**config.mk**
```make
export PLATFORM = sky130hd
export DESIGN_NAME = next_prime_in_range
export DESIGN_NICKNAME = d
export VERILOG_FILES = /design/src/sv/npr_pkg.sv /design/src/sv/npr_rem_unit.sv /design/src/sv/next_prime_in_range.sv
export SDC_FILE = /design/constraint.sdc
export NUM_CORES = 1
export LEC_CHECK = 0
export BUFFER_PORTS_ARGS = -buffer_cell sky130_fd_sc_hd__buf_4
export CAP_MARGIN = 20
export CORE_UTILIZATION = 55
export DETAILED_ROUTE_END_ITERATION = 8
export PLACE_DENSITY = 0.71
export RECOVER_POWER = 100
export SLEW_MARGIN = 20
export SYNTH_ARGS = -nofsm -noshare
export SYNTH_HDL_FRONTEND = slang
export SYNTH_SLANG_ARGS = --single-unit
```
**constraint.sdc**
```tcl
create_clock -name i_clk -period 6.2 [get_ports i_clk]
set_input_delay 0.62 -clock i_clk [delete_from_list [all_inputs] [get_ports i_clk]]
set_output_delay 0.62 -clock i_clk [all_outputs]
set_load 0.05 [all_outputs]
```
**src/sv/npr_pkg.sv**
```systemverilog
// Shared types for the next-prime search block: sequencer states and remainder unit status.
`default_nettype none

package npr_pkg;

    typedef enum logic [2:0] {
        S_IDLE,
        S_CAND,
        S_TEST,
        S_DIV,
        S_DONE
    } t_state;

    typedef struct packed {
        logic done;
        logic zero;
    } t_rem_stat;

endpackage

`default_nettype wire

```
**src/sv/npr_rem_unit.sv**
```systemverilog
// Bit-serial restoring remainder unit: one dividend bit per cycle.
`default_nettype none

module npr_rem_unit
    import npr_pkg::*;
#(
    parameter int VALUE_BITS = 31
) (
    input  wire logic                  i_clk,
    input  wire logic                  i_rst_n,
    input  wire logic                  i_start,
    input  wire logic [VALUE_BITS-1:0] i_dividend,
    input  wire logic [VALUE_BITS-1:0] i_divisor,
    output t_rem_stat                  o_stat
);

    localparam int CNT_W = $clog2(VALUE_BITS + 1);
    localparam logic [CNT_W-1:0] CNT_LOAD = CNT_W'(VALUE_BITS);
    localparam logic [CNT_W-1:0] CNT_ONE  = CNT_W'(1);

    logic [VALUE_BITS-1:0] r_rem;
    logic [VALUE_BITS-1:0] r_dvd;
    logic [VALUE_BITS-1:0] r_dvs;
    logic [CNT_W-1:0]      r_cnt;
    logic                  r_done;

    logic [VALUE_BITS:0]   trial;
    logic [VALUE_BITS:0]   diff;
    logic                  fits;

    assign trial = {r_rem, r_dvd[VALUE_BITS-1]};
    assign diff  = trial - {1'b0, r_dvs};
    assign fits  = (trial >= {1'b0, r_dvs});

    always_ff @(posedge i_clk) begin
        if (!i_rst_n) begin
            r_cnt  <= '0;
            r_done <= 1'b0;
        end else if (i_start) begin
            r_cnt  <= CNT_LOAD;
            r_done <= 1'b0;
        end else if (r_cnt != '0) begin
            r_cnt  <= r_cnt - CNT_ONE;
            r_done <= (r_cnt == CNT_ONE);
        end else begin
            r_done <= 1'b0;
        end
    end

    always_ff @(posedge i_clk) begin
        if (i_start) begin
            r_rem <= '0;
            r_dvd <= i_dividend;
            r_dvs <= i_divisor;
        end else if (r_cnt != '0) begin
            // remainder always stays below the divisor, so the top bit drops
            r_rem <= fits ? diff[VALUE_BITS-1:0] : trial[VALUE_BITS-1:0];
            r_dvd <= {r_dvd[VALUE_BITS-2:0], 1'b0};
        end
    end

    assign o_stat.done = r_done;
    assign o_stat.zero = (r_rem == '0);

endmodule

`default_nettype wire

```
**src/sv/next_prime_in_range.sv**
```systemverilog
// Top level: sequencer that walks candidates and divisors over the shared remainder unit.
//
// Usage: drive i_range_start / i_range_end and raise start while busy is low; the item
// is taken on that edge and busy stays high until the result has been shown.
// Candidates run from range_start + 1 up to range_end inclusive; the first one with no
// divisor d, 2 <= d with d*d <= candidate, is returned with o_found set. An empty range
// or a range without such a candidate gives o_found = 0 and o_prime_value = 0.
// The result sits on o_found / o_prime_value, flagged by o_valid for exactly one cycle.
// There is no back-pressure: the receiver must take it in that cycle.
// Steps: S_CAND checks the candidate against range_end and resets d to 2; S_TEST
// checks d*d > candidate and otherwise starts a trial division in the bit-serial
// remainder unit; S_DIV waits for it, then tries the next d, or the next candidate
// if d divides it. S_DONE shows the result, and a new item can be taken in the cycle
// after the result. d*d is tracked by adding 2d+1, so no multiplier.
// Reset (synchronous, active low) returns the sequencer to idle and drops any item.
`default_nettype none

module next_prime_in_range
    import npr_pkg::*;
#(
    parameter int VALUE_BITS = 31
) (
    input  wire logic                  i_clk,
    input  wire logic                  i_rst_n,
    input  wire logic                  start,
    input  wire logic [VALUE_BITS-1:0] i_range_start,
    input  wire logic [VALUE_BITS-1:0] i_range_end,
    output logic                       busy,
    output logic                       o_valid,
    output logic                       o_found,
    output logic [VALUE_BITS-1:0]      o_prime_value
);

    localparam logic [VALUE_BITS:0]   ONE_W = (VALUE_BITS+1)'(1);
    localparam logic [VALUE_BITS-1:0] D_INIT = VALUE_BITS'(2);
    localparam logic [VALUE_BITS:0]   DSQ_INIT = (VALUE_BITS+1)'(4);

    t_state r_state;
    t_state n_state;

    logic [VALUE_BITS:0]   r_cand;
    logic [VALUE_BITS-1:0] r_hi;
    logic [VALUE_BITS-1:0] r_d;
    logic [VALUE_BITS:0]   r_dsq;
    logic                  r_found;
    logic [VALUE_BITS-1:0] r_prime;

    logic      accept;
    logic      past_end;
    logic      dsq_over;
    logic      div_start;
    t_rem_stat rem_stat;

    assign accept   = start && (r_state == S_IDLE);
    assign past_end = (r_cand > {1'b0, r_hi});
    assign dsq_over = (r_dsq > r_cand);

    npr_rem_unit #(
        .VALUE_BITS(VALUE_BITS)
    ) u_rem (
        .i_clk      (i_clk),
        .i_rst_n    (i_rst_n),
        .i_start    (div_start),
        .i_dividend (r_cand[VALUE_BITS-1:0]),
        .i_divisor  (r_d),
        .o_stat     (rem_stat)
    );

    always_comb begin
        n_state = r_state;
        unique case (r_state)
            S_IDLE: if (start) n_state = S_CAND;
            S_CAND: n_state = past_end ? S_DONE : S_TEST;
            S_TEST: n_state = dsq_over ? S_DONE : S_DIV;
            S_DIV: begin
                if (rem_stat.done) begin
                    n_state = rem_stat.zero ? S_CAND : S_TEST;
                end
            end
            S_DONE: n_state = S_IDLE;
            default: n_state = S_IDLE;
        endcase
    end

    always_comb begin
        busy      = 1'b1;
        o_valid   = 1'b0;
        div_start = 1'b0;
        unique case (r_state)
            S_IDLE: busy = 1'b0;
            S_TEST: div_start = !dsq_over;
            S_DONE: o_valid = 1'b1;
            default: begin
            end
        endcase
    end

    always_ff @(posedge i_clk) begin
        if (!i_rst_n) begin
            r_state <= S_IDLE;
        end else begin
            r_state <= n_state;
        end
    end

    always_ff @(posedge i_clk) begin
        if (accept) begin
            r_cand  <= {1'b0, i_range_start} + ONE_W;
            r_hi    <= i_range_end;
            r_found <= 1'b0;
            r_prime <= '0;
        end
        case (r_state)
            S_CAND: begin
                r_d   <= D_INIT;
                r_dsq <= DSQ_INIT;
            end
            S_TEST: begin
                if (dsq_over) begin
                    r_found <= 1'b1;
                    r_prime <= r_cand[VALUE_BITS-1:0];
                end
            end
            S_DIV: begin
                if (rem_stat.done) begin
                    if (rem_stat.zero) begin
                        r_cand <= r_cand + ONE_W;
                    end else begin
                        // (d+1)^2 = d^2 + 2d + 1
                        r_d   <= r_d + VALUE_BITS'(1);
                        r_dsq <= r_dsq + {r_d, 1'b1};
                    end
                end
            end
            default: begin
            end
        endcase
    end

    assign o_found       = r_found;
    assign o_prime_value = r_prime;

endmodule

`default_nettype wire
```
==> flow_metrics.py <==
metrics = {
    "clock_network": {
        "clkTransAtPathRegs_ns": 0.06,
        "cts-resized-gates": 0,
        "post_cts_buffers": 0,
        "cts_buffers": 30,
        "clock_latency_ns": 0.57,
        "cts_buffer_depth": 3,
        "cts_sinks": 260,
        "tritoncts": "built",
        "root_buffer": "clkbuf_16",
        "htreeDepth": 1,
        "hold_buffers": 0,
    },
    "floorplan": {
        "fp.dieW_um": 173,
        "dieArea_mm2": 0.0298,
        "num_io_pins": 99,
        "rows": 62,
        "start_util": 0.559,
        "die-height_um": 173,
        "coreArea_mm2": 0.0287,
    },
    "min_path": {
        "hold_path.startpoint": "i_range_end[19]",
        "whs_path_depth": 1,
        "hold_path_class": "in -> reg",
        "hold_end": "r_hi[19]",
    },
    "setup_path": {
        "timing.rr.end": "u_rem.r_dvs[28]",
        "critPathKind": "reg -> reg",
        "cp.arrival_ns": 4.91,
        "required_ns": 6.35,
        "critPathBufInv": 4,
        "ff2ff_path_depth": 13,
        "critPathMaxStageDelay_ns": 1.12,
        "crit_slowest_cell": "clkbuf_2",
        "r2r_setup_slack_ns": 1.44,
        "crit_chain": "inv_1 -> ha_1 -> a21o_1 -> a21o_1 -> a21oi_1 -> nor2_1 -> a2111oi_0 -> o21ai_0 -> a221oi_1 -> o21bai_4 -> buf_4 -> inv_1 -> clkbuf_2",
        "r2r-start": "r_cand[5]",
        "critPathTopFamily": "compound AO/OA/AOI/OAI gates",
        "critPathMaxFanout": 64,
        "worstSetupStartpointType": "register",
        "worst_setup_path_end_kind": "register",
    },
    "global_routing": {
        "use_met3": 0.0303,
        "grtUsageMet2": 0.405,
        "top_usage_layer": "met2",
        "antenna_found_initial": 1,
        "grt_max_degree": 65,
        "grtUsageMet1": 0.363,
        "grt_pass1_vias": 12029,
        "grt_use_total": 0.252,
        "grt_overflow": 0,
        "grt_pass1_wl_um": 61900,
    },
    "yosys": {
        "syn_avg_cell_area_um2": 9.65,
        "synthFlopType": "edfxtp_1",
        "syn-num-nets": 1858,
        "syn-cell-area_mm2": 0.0160,
        "synth_seq_cells": 260,
        "ys.warnings.count": 0,
        "ys_types": 76,
        "synthCells": 1661,
        "ys_seq_area_frac": 0.422,
        "synth_edf_count": 156,
        "async_reset_ff_frac": 0,
    },
    "route": {
        "wl_um": 38200,
        "ant_nets": 0,
        "avgRoutedWirePerCell_um": 17.7,
        "vias": 12687,
        "drc": 0,
        "via_per_inst": 5.90,
        "firstDrtPassIters": 6,
        "dr.first_iter.drc_count": 971,
    },
    "layout": {
        "drive_above_1_share": 0.0860,
        "layout.nets": 1941,
        "diodes": 0,
        "nFillCells": 2531,
        "post-route-cell-area_mm2": 0.0178,
        "area_growth_pct": 11.1,
    },
    "sta": {
        "slew_headroom": -1.40,
        "clock_skew_ns": 0.0271,
        "rsz0062_at_grt": "no",
        "clock.fmax_mhz": 210,
        "fin_crit_sh": 0.768,
        "setup_violations": 0,
        "min_period_ns": 4.76,
        "hold_viol": 0,
        "setup_tns_ns": 0,
        "slew_violations": 254,
        "tightest_slew_ns": 3.61,
    },
    "power_and_ir_drop": {
        "power_density_mw_per_mm2": 450,
        "peakVddDrop_mv": 0.277,
        "p_leak_uw": 0.00751,
    },
    "placement": {
        "numPortBuffers": 98,
        "gp_congestion": 0.949,
        "dpl.hpwl_um": 27900,
        "placed_cell_area_mm2": 0.0171,
    },
    "job": {
        "drv.max_cap_violation_count": 5,
    },
    "outcome": {
        "violations": "max-capacitance violations, max-slew violations",
        "status": "finished, violations left",
    },
}
[worst max path at each step]
stage          startpoint               to  slack, ns  cells past startpoint
2_1_floorplan   r_cand[5]   u_rem.r_dvd[0]       2.86                     13
3_3_place_gp    r_cand[5]  u_rem.r_dvs[28]       2.42                     13
3_5_place_dp    r_cand[5]  u_rem.r_dvs[28]       2.28                     13
4_1_cts         r_cand[5]  u_rem.r_dvs[28]       2.24                     13
5_1_grt         r_cand[5]  u_rem.r_dvs[10]       1.09                     13
6_report        r_cand[5]  u_rem.r_dvs[28]       1.44                     13
[report_power, final]
group | internal (uW) | total (uW) | switching [uW]
Clock | 1030 | 1750 | 721
Combinational | 1380 | 3390 | 2010
Sequential | 2420 | 2860 | 435
[worst reg2reg max path: stages, from the launching register on]
cell       delay (ns)
dfxtp_1          0.41
inv_1            0.12
ha_1             0.33
a21o_1           0.19
a21o_1           0.17
a21oi_1          0.19
nor2_1           0.06
a2111oi_0        0.43
o21ai_0          0.22
a221oi_1         0.50
o21bai_4         0.11
buf_4            0.30
inv_1            0.17
clkbuf_2         1.12
[per-layer routing]
layer  share of wire  wire length (um)
met1            0.47             18100
met2            0.45             17300
met3           0.053              2010
met4           0.019               743
met5         0.00021                 8
[layout make-up]
cell class | count | area, um2 | share of cell area
clock buffer | 40 | 838 | 0.0471
timing repair buffer | 108 | 669 | 0.0376
tap | 384 | 480 | 0.0270
clock inverter | 16 | 156 | 0.00878
multi-input combinational | 1219 | 8420 | 0.473
inverter | 125 | 469 | 0.0264
sequential | 260 | 6770 | 0.380
[logic make-up (layout without fill, tap and decap cells)]
group                    count (synthesis)  after routing  share of synthesized area
XOR/XNOR                               108            108                     0.0590
buffers and inverters                  182            289                     0.0471
multiplexers                            75             75                     0.0545
AND/OR/NAND/NOR                        533            533                      0.162
flip-flops                             260            260                      0.422
AO/OA/AOI/OAI                          371            371                      0.151
adder cells (fa/ha/maj)                132            132                      0.104
[cells in the final DEF, fill, tap and decap left out, drive strengths merged, types with 51 or more instances in the layout]
cell type / n
edfxtp: 156
nand3: 61
xor2: 51
o21ai: 69
nand2: 126
a21oi: 115
inv: 126
dfxtp: 104
xnor2: 57
clkbuf: 109
ha: 130
nor2: 172
[through the flow]
stage                     power, uW  std cells  utilization  setup WS [ns]  hold WS [ns]
after floorplan                5480       1661            -           2.86         0.460
after global placement         6240       2096        0.595           2.42         0.432
after detailed placement       6340       2096        0.595           2.28         0.441
after CTS                      8120       2152        0.629           2.24         0.202
after global routing           8570       2152        0.620           1.09         0.220
final                          8000       2152        0.620           1.44         0.241
[state kept, by name, summed over array words and instances (netlist names)]
signal         count
r_hi              31
r_state            3
u_rem.r_dvd       31
u_rem.r_rem       31
r_dsq             32
u_rem.r_dvs       31
o_found            1
u_rem.r_cnt        5
o_prime_value     31
u_rem.r_done       1
r_cand            32
r_d               31
[cells in the mapped netlist (all sizes together) (16+ instances only)]
library cell	number	area share
nand4	32	0.013
a21oi	115	0.036
and3	28	0.011
ha	130	0.10
nand2	126	0.030
xnor2	57	0.031
a21o	36	0.017
mux2i	43	0.027
inv	125	0.029
mux2	32	0.028
xor2	51	0.028
nand3	61	0.019
o21a	16	0.0075
o21ai	69	0.022
edfxtp	156	0.29
a211oi	47	0.023
buf	23	0.0099
dfxtp	104	0.13
nor2	172	0.041
nor3	31	0.011
clkbuf	34	0.0080
Note: power is estimated with default switching activity, not from simulation.
